==> src/hdl/trfd_pkg.sv <==
// ----------------------------------------------------------------------------
// trfd_pkg: test record frame deframer package
// Result type, push bundle, field codes and frame layout constants.
// ----------------------------------------------------------------------------
package trfd_pkg;

	localparam logic [1:0] KIND_HEADER = 2'd0;
	localparam logic [1:0] KIND_RECORD = 2'd1;
	localparam logic [1:0] KIND_END    = 2'd2;

	localparam logic [1:0] ST_OK     = 2'd0;
	localparam logic [1:0] ST_SYNC   = 2'd1;
	localparam logic [1:0] ST_LENGTH = 2'd2;
	localparam logic [1:0] ST_SHORT  = 2'd3;

	localparam logic [7:0] SYNC_EVEN = 8'hF7;
	localparam logic [7:0] SYNC_ODD  = 8'h7E;

	localparam int POS_W = 17;
	localparam logic [POS_W-1:0] POS_MAX = '1;
	localparam logic [POS_W-1:0] POS_SYNC_END = 17'd4;
	localparam logic [POS_W-1:0] POS_CODE     = 17'd4;
	localparam logic [POS_W-1:0] POS_LEN_LO   = 17'd5;
	localparam logic [POS_W-1:0] POS_LEN_HI   = 17'd6;
	localparam logic [POS_W-1:0] POS_SRC      = 17'd7;
	localparam logic [POS_W-1:0] POS_DST      = 17'd8;
	localparam logic [POS_W-1:0] POS_CNT_END  = 17'd12;
	localparam logic [POS_W-1:0] POS_TIME_END = 17'd16;
	localparam logic [POS_W-1:0] POS_TABLE    = 17'd17;
	localparam logic [17:0]      LEN_OVERHEAD = 18'd21;

	localparam int REC_CNT_W = 14;

	typedef struct packed {
		logic [1:0]  kind;
		logic [1:0]  status;
		logic [7:0]  frame_id;
		logic [7:0]  src_node;
		logic [7:0]  dst_node;
		logic [31:0] frame_count;
		logic [31:0] time_stamp;
		logic [7:0]  table_number;
		logic [7:0]  coding;
		logic [31:0] value;
		logic [7:0]  pass_flag;
		logic [31:0] test_stamp;
	} result_t;

	typedef struct packed {
		logic [1:0] count;
		result_t    r0;
		result_t    r1;
	} push_t;

endpackage

==> src/hdl/trfd_parser.sv <==
// ----------------------------------------------------------------------------
// trfd_parser: frame byte parser
// Tracks byte position, captures header and record fields, and produces up
// to two results for each accepted byte.
// ----------------------------------------------------------------------------
module trfd_parser (
	input  logic            clk,
	input  logic            arst_n,
	input  logic            fire,
	input  logic [7:0]      data_byte,
	input  logic            frame_last,
	output trfd_pkg::push_t push
);

	logic [16:0] pos_q, pos_n;
	logic [15:0] len_q, len_n;
	logic [7:0]  fcode_q, fcode_n;
	logic [7:0]  src_q, src_n;
	logic [7:0]  dst_q, dst_n;
	logic [31:0] cnt_q, cnt_n;
	logic [31:0] time_q, time_n;
	logic [7:0]  tbl_q, tbl_n;
	logic [3:0]  rbi_q, rbi_n;
	logic [trfd_pkg::REC_CNT_W-1:0] pc_q, pc_n;
	logic [7:0]  coding_q, coding_n;
	logic [31:0] value_q, value_n;
	logic [7:0]  flag_q, flag_n;
	logic [31:0] ttime_q, ttime_n;
	logic        discard_q, discard_n;

	logic [3:0]  vb;
	logic [3:0]  rec_size;
	logic        tbl_known;
	logic [trfd_pkg::REC_CNT_W:0] pc_inc;
	logic [18:0] rec_prod;
	logic        rec_active;
	logic [1:0]  hdr_idx;
	logic [3:0]  vidx;
	logic [3:0]  tidx;
	logic        emit_hdr;
	logic        emit_rec;
	logic [1:0]  end_status;
	trfd_pkg::result_t base_res, hdr_res, rec_res, end_res;

	always_comb begin
		tbl_known = 1'b1;
		case (tbl_q)
			8'd1, 8'd2: vb = 4'd1;
			8'd3:       vb = 4'd4;
			8'd4:       vb = 4'd2;
			default: begin
				vb = 4'd0;
				tbl_known = 1'b0;
			end
		endcase
		rec_size = vb + 4'd6;
		pc_inc   = {1'b0, pc_q} + 1'b1;
		rec_prod = 19'(pc_inc) * 19'(rec_size);
		// (pc+1)*size <= len-1 is pc < floor((len-1)/size)
		rec_active = tbl_known ? (rec_prod < 19'(len_q)) : (pc_q == '0);
	end

	assign hdr_idx = pos_q[1:0] - 2'd1;
	assign vidx    = rbi_q - 4'd1;
	assign tidx    = rbi_q - vb - 4'd2;

	always_comb begin
		pos_n     = pos_q;
		len_n     = len_q;
		fcode_n   = fcode_q;
		src_n     = src_q;
		dst_n     = dst_q;
		cnt_n     = cnt_q;
		time_n    = time_q;
		tbl_n     = tbl_q;
		rbi_n     = rbi_q;
		pc_n      = pc_q;
		coding_n  = coding_q;
		value_n   = value_q;
		flag_n    = flag_q;
		ttime_n   = ttime_q;
		discard_n = discard_q;
		emit_hdr  = 1'b0;
		emit_rec  = 1'b0;

		if (pos_q < trfd_pkg::POS_SYNC_END) begin
			if (data_byte != (pos_q[0] ? trfd_pkg::SYNC_ODD : trfd_pkg::SYNC_EVEN))
				discard_n = 1'b1;
		end else if (pos_q == trfd_pkg::POS_CODE) begin
			fcode_n = data_byte;
		end else if (pos_q == trfd_pkg::POS_LEN_LO) begin
			len_n[7:0] = data_byte;
		end else if (pos_q == trfd_pkg::POS_LEN_HI) begin
			len_n[15:8] = data_byte;
		end else if (pos_q == trfd_pkg::POS_SRC) begin
			src_n = data_byte;
		end else if (pos_q == trfd_pkg::POS_DST) begin
			dst_n = data_byte;
		end else if (pos_q <= trfd_pkg::POS_CNT_END) begin
			cnt_n[8*hdr_idx +: 8] = data_byte;
		end else if (pos_q <= trfd_pkg::POS_TIME_END) begin
			time_n[8*hdr_idx +: 8] = data_byte;
		end else if (pos_q == trfd_pkg::POS_TABLE) begin
			tbl_n    = data_byte;
			emit_hdr = !discard_q;
		end else if (!discard_q && rec_active) begin
			if (rbi_q == 4'd0) begin
				coding_n = data_byte;
				value_n  = '0;
				flag_n   = '0;
				ttime_n  = '0;
			end else if (rbi_q <= vb) begin
				value_n[8*vidx[1:0] +: 8] = data_byte;
			end else if (rbi_q == vb + 4'd1) begin
				flag_n = data_byte;
			end else begin
				ttime_n[8*tidx[1:0] +: 8] = data_byte;
			end
			if (rbi_q >= vb + 4'd5) begin
				emit_rec = 1'b1;
				pc_n     = pc_inc[trfd_pkg::REC_CNT_W-1:0];
				rbi_n    = 4'd0;
			end else begin
				rbi_n = rbi_q + 4'd1;
			end
		end

		if (!frame_last && pos_q != trfd_pkg::POS_MAX)
			pos_n = pos_q + 17'd1;
	end

	always_comb begin
		if (discard_n)
			end_status = trfd_pkg::ST_SYNC;
		else if (pos_q < trfd_pkg::POS_TABLE)
			end_status = trfd_pkg::ST_SHORT;
		else if (18'(pos_q) + 18'd1 != 18'(len_n) + trfd_pkg::LEN_OVERHEAD)
			end_status = trfd_pkg::ST_LENGTH;
		else
			end_status = trfd_pkg::ST_OK;
	end

	always_comb begin
		base_res              = '0;
		base_res.frame_id     = fcode_n;
		base_res.src_node     = src_n;
		base_res.dst_node     = dst_n;
		base_res.frame_count  = cnt_n;
		base_res.time_stamp   = time_n;
		base_res.table_number = tbl_n;

		hdr_res      = base_res;
		hdr_res.kind = trfd_pkg::KIND_HEADER;

		rec_res            = base_res;
		rec_res.kind       = trfd_pkg::KIND_RECORD;
		rec_res.coding     = coding_n;
		rec_res.value      = value_n;
		rec_res.pass_flag  = flag_n;
		rec_res.test_stamp = ttime_n;

		end_res        = base_res;
		end_res.kind   = trfd_pkg::KIND_END;
		end_res.status = end_status;

		push.r1 = end_res;
		if (emit_hdr)
			push.r0 = hdr_res;
		else if (emit_rec)
			push.r0 = rec_res;
		else
			push.r0 = end_res;

		if (!fire)
			push.count = 2'd0;
		else
			push.count = 2'(emit_hdr | emit_rec) + 2'(frame_last);
	end

	always_ff @(posedge clk or negedge arst_n) begin
		if (!arst_n) begin
			pos_q     <= '0;
			len_q     <= '0;
			fcode_q   <= '0;
			src_q     <= '0;
			dst_q     <= '0;
			cnt_q     <= '0;
			time_q    <= '0;
			tbl_q     <= '0;
			rbi_q     <= '0;
			pc_q      <= '0;
			coding_q  <= '0;
			value_q   <= '0;
			flag_q    <= '0;
			ttime_q   <= '0;
			discard_q <= 1'b0;
		end else if (fire) begin
			if (frame_last) begin
				pos_q     <= '0;
				len_q     <= '0;
				fcode_q   <= '0;
				src_q     <= '0;
				dst_q     <= '0;
				cnt_q     <= '0;
				time_q    <= '0;
				tbl_q     <= '0;
				rbi_q     <= '0;
				pc_q      <= '0;
				coding_q  <= '0;
				value_q   <= '0;
				flag_q    <= '0;
				ttime_q   <= '0;
				discard_q <= 1'b0;
			end else begin
				pos_q     <= pos_n;
				len_q     <= len_n;
				fcode_q   <= fcode_n;
				src_q     <= src_n;
				dst_q     <= dst_n;
				cnt_q     <= cnt_n;
				time_q    <= time_n;
				tbl_q     <= tbl_n;
				rbi_q     <= rbi_n;
				pc_q      <= pc_n;
				coding_q  <= coding_n;
				value_q   <= value_n;
				flag_q    <= flag_n;
				ttime_q   <= ttime_n;
				discard_q <= discard_n;
			end
		end
	end

endmodule

==> config.mk <==
export PLATFORM = sky130hd
export DESIGN_NAME = trfd_parser
export DESIGN_NICKNAME = d
export VERILOG_FILES = /design/src/hdl/trfd_pkg.sv /design/src/hdl/trfd_parser.sv
export SDC_FILE = /design/constraint.sdc
export NUM_CORES = 1
export LEC_CHECK = 0
export BUFFER_PORTS_ARGS = -buffer_cell sky130_fd_sc_hd__buf_4
export CORE_AREA = 2 2 173 175
export CTS_CLUSTER_DIAMETER = 60
export DETAILED_ROUTE_END_ITERATION = 10
export DIE_AREA = 0 0 175 177
export HOLD_SLACK_MARGIN = 0.02
export PLACE_DENSITY_LB_ADDON = 0.08
export SYNTH_ARGS = -nofsm -noshare
export SYNTH_HDL_FRONTEND = slang
export SYNTH_SLANG_ARGS = --single-unit
==> constraint.sdc <==
create_clock -name clk -period 24.9 [get_ports clk]
set_clock_uncertainty 0.05 [all_clocks]
set_input_delay 2.49 -clock clk [delete_from_list [all_inputs] [get_ports clk]]
set_output_delay 2.49 -clock clk [all_outputs]
set_load 0.02 [all_outputs]
Word-level counts from Yosys, hierarchy flattened. Index checks and enable logic that the tools add are counted.

Register bits after elaboration: 228. Word-level logic and storage cells: 248. Output and inout bits: 362. Input bits: 12.

Equality and inequality tests: 23. Shifts and indexed selects: 6. Bitwise logic cells: 1. Magnitude comparators: 7. Muxes and demuxes: 165. $add $sub $neg: 16. $mul: 1. Reduce and logical (&&, ||, !) cells: 14.

Operators with widths (number): 2-to-1 mux 32 bit (44); 2-to-1 mux 8 bit (56); 2-to-1 mux 180 bit (2); 2-to-1 mux 14 bit (12); bitwise mux 32 bit (4); negation 5 -> 34 bit (3); variable shift 8 x 34 -> 32 bit (first input constant) (3); indexed part select 8 x 34 -> 32 bit (3); == test 17 x 3 -> 1 bit (second input constant) (4); 2-to-1 mux 16 bit (3); 2-to-1 mux 4 bit (12); 2-to-1 mux 17 bit (2); 2-to-1 mux 1 bit (25); less-than comparator 19 x 16 -> 1 bit (1); multiplier 15 x 4 -> 19 bit (1); adder 17 x 1 -> 18 bit (second input constant) (1); != test 18 x 17 -> 1 bit (1); != test 2 bit (second input constant) (9); adder 16 x 5 -> 17 bit (second input constant) (1); adder 17 x 1 -> 17 bit (second input constant) (1); == test 17 x 4 -> 1 bit (second input constant) (1); == test 17 x 5 -> 1 bit (second input constant) (1); less-or-equal comparator 17 x 4 -> 1 bit (second input constant) (1); less-or-equal comparator 17 x 5 -> 1 bit (second input constant) (1); other kinds (31) (41).

Logic depth before layout (Yosys ltp). Gate-level depths: netlist of the first run.

Depth after elaboration: 23. Gate-level depth with buffers: 32. Mapped depth without buffers: 31.

Worst setup path after synthesis of the first run. Ideal clock, no wire load.

Kind: reg2out. From: register tbl_q[6]. To: output port push[182] in the netlist's numbering. Path slack: 14.767 ns. Arrival: 7.593 ns. Cell stages (with the launch flop): 32. Cell sequence: dfrtp_1 -> or4_1 -> nor4_2 -> inv_1 -> ha_1 -> clkbuf_1 -> nor2_1 -> fa_1 -> inv_1 -> fa_1 -> inv_1 -> ha_1 -> a21o_1 -> a21o_1 -> o21ai_0 -> and2_1 -> o21ai_0 -> a21o_1 -> a21oi_1 -> xnor2_1 -> ha_1 -> a21oi_1 -> o21ai_0 -> a211oi_1 -> o221a_2 -> o221ai_1 -> o31ai_2 -> and2_1 -> buf_2 -> nand3_1 -> clkbuf_1 -> o21ai_0.

RTL lines: start: declaration (line trfd_parser.sv:22) `logic [7:0] tbl_q, tbl_n;`; start signal: assignment (line trfd_parser.sv:222) `tbl_q <= tbl_n;`; end: declaration (line trfd_parser.sv:12) `output trfd_pkg::push_t push`.

==> impl_metrics.env, run 1 <==
export IMPL_p_total_uw=912
export IMPL_die_h_um=177
export IMPL_worstHoldPathCells=2
export IMPL_hold_buffers=0
export IMPL_yosysWarnings=0
export IMPL_slowest_stage="and2_1"
export IMPL_reg2reg_depth=28
export IMPL_yosysSeqAreaShare=0.324
export IMPL_grt_pass1_wl_mm=85.2
export IMPL_ant_nets=0
export IMPL_drc_errors=0
export IMPL_ys_flop_type="dfrtp_1"
export IMPL_post_route_min_period_ns=12.56
export IMPL_ys_ff_latch=228
export IMPL_maxCapViolations=0
export IMPL_power_density_nw_per_um2=46.1
export IMPL_worst_path_max_fanout=72
export IMPL_cts_resized_gates=0
export IMPL_htree_levels=1
export IMPL_syn_area_um2=17600
export IMPL_slew_violations=0
export IMPL_hold_viol_final=0
export IMPL_p_leak_uw=0.00935
export IMPL_max_stage_delay_ns=0.78
export IMPL_gp_congestion=0.903
export IMPL_synth_edf_count=0
export IMPL_antenna_found_initial=0
export IMPL_vias=16000
export IMPL_cp_common_cell="o21ai_0"
export IMPL_n_fill_cell=2497
export IMPL_worst_skew_pair_late_latency_ns=0.58
export IMPL_grt_max_degree=95
export IMPL_clock_path_buffers=3
export IMPL_area_growth_pct=12.4
export IMPL_die_width_um=175
export IMPL_routed_via_density=6.14
export IMPL_setup_viol=0
export IMPL_max_slew_margin_rel=0.181
export IMPL_status="finished clean"
export IMPL_hold_path_class="reg2reg"
export IMPL_core_area_um2=29200
export IMPL_antennaDiodeCount=0
export IMPL_clkSlewWorstSetupHoldPaths_ns=0.06
export IMPL_critPathCaptureType="primary output"
export IMPL_synth_async_reset_ratio=1.00
export IMPL_ys_types=76
export IMPL_grt_overflow=0
export IMPL_fin_nets=2309
export IMPL_rows=63
export IMPL_io_pins=374
export IMPL_routed_wl_mm=54.5
export IMPL_crit_arrival_ns=10.02
export IMPL_period_share=0.504
export IMPL_hpwl_mm=38.7
export IMPL_drive_above_1_share=0.198
export IMPL_avgSynthCellArea_um2=8.44
export IMPL_die_area_um2=31000
export IMPL_cts_root_buf="clkbuf_16"
export IMPL_wire_per_inst_um=20.9
export IMPL_grt_pass1_vias=15100
export IMPL_drt_initial_drc_count=1577
export IMPL_top_layer="met4"
export IMPL_startpoint_type="flop"
export IMPL_fmax_mhz=79.6
export IMPL_required_ns=22.36
export IMPL_rsz0062_at_grt="false"
export IMPL_ir_drop_uv=48.1
export IMPL_netlist_instances=2084
export IMPL_critPathKind="reg2out"
export IMPL_grtUsageTotal=0.346
export IMPL_start_util=0.601
export IMPL_fin_tns_setup_ns=0
export IMPL_wl_met1_mm=22.8
export IMPL_cts_buffers=28
export IMPL_clkSinkCount=228
export IMPL_cts_tree="yes"
export IMPL_io_buffers=291
export IMPL_worst_slew_pin_slew_ns=1.22
export IMPL_first_pass_iters=6
export IMPL_cts_setup_buffers=0
export IMPL_route_met2_wl_mm=25.2
export IMPL_met3_length_mm=4.82
metal layers:
metal,global-route usage,vias up
met5,0,-
met3,0.0530,114
li1,-,7210
met1,0.493,7852
met2,0.549,826
met4,0.0962,0
report_power, final:
part / switching, uW / leakage [uW] / internal [uW]
logic: 88.1 / 0.00569 / 24.4
clock network: 174 / 0.000477 / 248
registers: 4.58 / 0.00318 / 372
stage by stage:
step | setup WS, ns | instances | instance area, um^2 | utilization | hold WS, ns
final | 12.34 | 2605 | 19800 | 0.676 | 0.430
after detailed placement | 13.14 | 2555 | 18800 | 0.643 | 0.416
after floorplan | 14.77 | 2164 | 17900 | - | 0.398
after global placement | 13.40 | 2555 | 18800 | 0.643 | 0.414
after global routing | 11.76 | 2605 | 19800 | 0.676 | 0.455
after CTS | 12.43 | 2605 | 19800 | 0.676 | 0.431
sequential cells by signal, summed over array words and instances (netlist names), 14 cells and up:
name,cells
cnt_q,32
pc_q,14
pos_q,17
ttime_q,32
len_q,16
value_q,32
time_q,32
layout by cell type, fill, tap and decap left out, drive strengths merged, types with 28 or more instances in the layout:
cell / synthesis / layout
and2: 30 / 30
buf: 201 / 300
dfrtp: 228 / 228
nand3: 91 / 91
o21ai: 182 / 182
a22o: 119 / 119
nor2: 169 / 169
xnor2: 53 / 53
nor3: 28 / 28
clkbuf: 98 / 37
a21oi: 71 / 71
ha: 75 / 75
inv: 115 / 120
nand2: 233 / 233
mux2: 65 / 65
a22oi: 46 / 46
conb: 2 / 82
final timing paths:
kind,end,start,slack [ns]
max,push[185],tbl_q[6]$_DFFE_PN0P_,12.34
min,flag_q[0]$_DFFE_PN0P_,flag_q[0]$_DFFE_PN0P_,0.43
max reg2reg,ttime_q[31]$_DFFE_PN0P_,tbl_q[6]$_DFFE_PN0P_,15.62
min reg2reg,flag_q[0]$_DFFE_PN0P_,flag_q[0]$_DFFE_PN0P_,0.43
max in group asynchronous,time_q[24]$_DFFE_PN0P_,arst_n,21.44
min in group asynchronous,cnt_q[18]$_DFFE_PN0P_,arst_n,1.88
cells by family (layout without fill, tap and decap cells):
group	Yosys count	in the layout	share of synthesized area
AND/OR/NAND/NOR	680	680	0.184
AO/OA/AOI/OAI	509	509	0.192
buffers and inverters	414	465	0.129
flip-flops	228	228	0.324
adder cells (fa/ha/maj)	102	102	0.0841
multiplexers	77	77	0.0484
XOR/XNOR	72	72	0.0374
other	2	82	0.000427
cell type report:
type / count / area [um^2] / share of cell area
flip-flops and latches: 228 / 5710 / 0.289
clock inverters: 13 / 168 / 0.00848
clock buffers: 37 / 795 / 0.0402
well taps: 390 / 488 / 0.0247
inverters: 115 / 432 / 0.0218
repair buffers: 300 / 2260 / 0.114
multi-input cells: 1522 / 9930 / 0.502
critical path: cells and delay by family (launching register included):
kind | cells | cell delay (ns)
XOR/XNOR | 1 | 0.15
buffers and inverters | 4 | 0.86
AO/OA/AOI/OAI | 12 | 3.04
AND/OR/NAND/NOR | 7 | 2.70
flip-flops | 1 | 0.40
adder cells (fa/ha/maj) | 5 | 2.23
Yosys cell counts, drive strengths merged (6+ instances only):
master    n  area, um^2
nand2b   23         144
a22o    119        1040
and4      7        61.3
or3       7        43.8
buf     201        1470
dfrtp   228        5710
inv     115         432
clkbuf   98         368
a21o     17         128
nor3     28         145
nor3b     6        45.0
nor2    169         642
or2       7        43.8
nor4     14         121
fa       27         541
nor2b     8        50.1
and2     30         190
xor2     17         149
a22oi    46         345
nand4    14        93.8
nand3    91         460
xnor2    53         464
mux2     65         732
o31ai    13         103
a21oi    71         359
nand2   233         875
mux2i    12         120
a31oi    11        68.8
o211ai    6        45.0
and3     23         144
o21ai   182         911
ha       75         938
a211oi    6        45.0
(Power assumes the default switching activity.)
==> inputs of run 2 (changes only) <==
CORE_AREA = 2 2 189 191   (was 2 2 173 175)
DIE_AREA = 0 0 191 193   (was 0 0 175 177)
clock period = 10.1 ns   (was 24.9 ns; I/O delays follow)
==> run 2 against run 1 <==
Via count decreased by 0.49%. First-iteration DRC count is 19% lower. Final cell count up 3.4%. Worst setup slack worse by 12 ns. Critical path depth rose by 1. Wire length is 5.7% higher. Cell area grew 1.3%. Sequential power is 150% higher. Critical endpoint is now push[187].
==> impl_metrics.env, run 2 (synthesis results as in run 1) <==
export IMPL_clock_path_buffers=3
export IMPL_path_buf_inv=5
export IMPL_slowest_stage="or4_1"
export IMPL_rows=69
export IMPL_fin_cells=2693
export IMPL_routed_wl_mm=57.6
export IMPL_setup_viol=0
export IMPL_ant_nets=0
export IMPL_final_cell_mix="buf_4 (313), nand2_1 (232), dfrtp_1 (228)"
export IMPL_slew_violations=0
export IMPL_antenna_found_initial=1
export IMPL_post_route_util=0.573
export IMPL_critPathKind="reg2out"
export IMPL_wire_per_inst_um=21.4
export IMPL_hold_viol_final=0
export IMPL_cts_root_buf="clkbuf_16"
export IMPL_grtUsageTotal=0.304
export IMPL_grt_max_degree=104
export IMPL_die_area_um2=36900
export IMPL_post_route_min_period_ns=9.69
export IMPL_required_ns=9.04
export IMPL_grt_overflow=0
export IMPL_cts_tree="yes"
export IMPL_area_growth_pct=13.9
export IMPL_p_leak_uw=0.00943
export IMPL_fin_tns_setup_ns=0
export IMPL_start_util=0.503
export IMPL_hold_path_class="in2async"
export IMPL_routed_via_density=5.91
export IMPL_rsz0062_at_grt="false"
export IMPL_ir_drop_uv=124
export IMPL_first_pass_iters=6
export IMPL_path_delay_family="compound AO/OA/AOI/OAI gates"
export IMPL_hpwl_mm=41.0
export IMPL_clkSinkCount=228
export IMPL_cts_buffers=29
export IMPL_drt_initial_drc_count=1283
export IMPL_max_stage_delay_ns=0.61
export IMPL_grt_pass1_wl_mm=87.3
export IMPL_status="finished clean"
export IMPL_die_h_um=193
export IMPL_worst_path_max_fanout=48
export IMPL_n_fill_cell=3220
export IMPL_worst_slew_pin_slew_ns=1.17
export IMPL_period_share=0.959
export IMPL_hold_buffers=0
export IMPL_grt_pass1_vias=15300
export IMPL_vias=15900
export IMPL_maxCapViolations=0
export IMPL_power_density_nw_per_um2=114
export IMPL_io_pins=374
export IMPL_drive_above_1_share=0.206
export IMPL_fmax_mhz=103
export IMPL_startpoint_type="flop"
export IMPL_gp_congestion=0.940
export IMPL_max_slew_margin_rel=0.214
export IMPL_io_buffers=291
export IMPL_clkSlewWorstSetupHoldPaths_ns=0.06
export IMPL_p_total_uw=2270
export IMPL_critPathCaptureType="primary output"
export IMPL_core_area_um2=35000
export IMPL_antennaDiodeCount=0
export IMPL_place_inst=2639
export IMPL_drc_errors=0
export IMPL_worst_skew_pair_late_latency_ns=0.57
export IMPL_finalHoldWorstSlack_ns=0.427
export IMPL_htree_levels=1
export IMPL_mostFrequentLayoutCell="buf_4"
export IMPL_die_width_um=191
export IMPL_crit_arrival_ns=8.63
export IMPL_fin_nets=2324
## run 2: layout make-up
type                       count  area, um^2  area share
multi-input combinational   1522        9980       0.498
sequential                   228        5710       0.285
timing repair buffer         314        2360       0.118
clock buffer                  40         817      0.0408
tap                          461         577      0.0288
inverter                     115         432      0.0216
clock inverter                13         148     0.00737
## run 2: report_power, final
group / internal [uW] / leakage (uW) / switching [uW] / total (uW)
Combinational: 61.7 / 0.00577 / 230 / 292
Sequential: 918 / 0.00318 / 11.7 / 930
Clock: 620 / 0.000476 / 431 / 1050
## run 2: final timing paths
check                                        start                      end  slack [ns]  cells after the start
setup / recovery              tbl_q[6]$_DFFE_PN0P_                push[187]        0.41                     30
hold reg to reg            ttime_q[18]$_DFFE_PN0P_  ttime_q[18]$_DFFE_PN0P_        0.43                      2
hold / removal                              arst_n      pc_q[0]$_DFFE_PN0P_        0.43                      1
min in group clk           ttime_q[18]$_DFFE_PN0P_  ttime_q[18]$_DFFE_PN0P_        0.43                      2
setup reg to reg              tbl_q[6]$_DFFE_PN0P_  ttime_q[31]$_DFFE_PN0P_        1.71                     30
max in group asynchronous                   arst_n     rbi_q[2]$_DFFE_PN0P_        8.15                      2
## run 2: what timing repair did
| action | 4_1_cts | 5_1_grt |
|---|---|---|
| setup buffers | 1 | 0 |
| pin swaps | 1 | 0 |
| gates resized for setup | 4 | 8 |
| setup endpoints to repair | 81 | 84 |
## run 2: worst reg2reg max path: cells and delay by family, from the launching register on
kind                       cells  cell delay, ns
AOI/OAI and AO/OA             12            2.46
xor gates and xnor gates       1            0.14
adders and majority gates      5            2.11
buffers and inverters          4            0.63
DFF                            1            0.40
and+or+nand+nor                8            2.52
## run 2: layer usage
metal	track usage	wire length [um]	vias to the layer above
li1	-	-	7238
met4	0.105	2160	0
met2	0.514	27600	649
met1	0.393	23900	7905
met3	0.0550	3960	131
met5	0	0	-
## run 2: stage by stage
step / setup slack, ns / area, um^2
floorplan: 1.45 / 17900
global placement: 0.601 / 19000
detailed placement: 0.343 / 19000
CTS: 0.0218 / 20000
global route: 0.00227 / 20000
finish: 0.415 / 20000
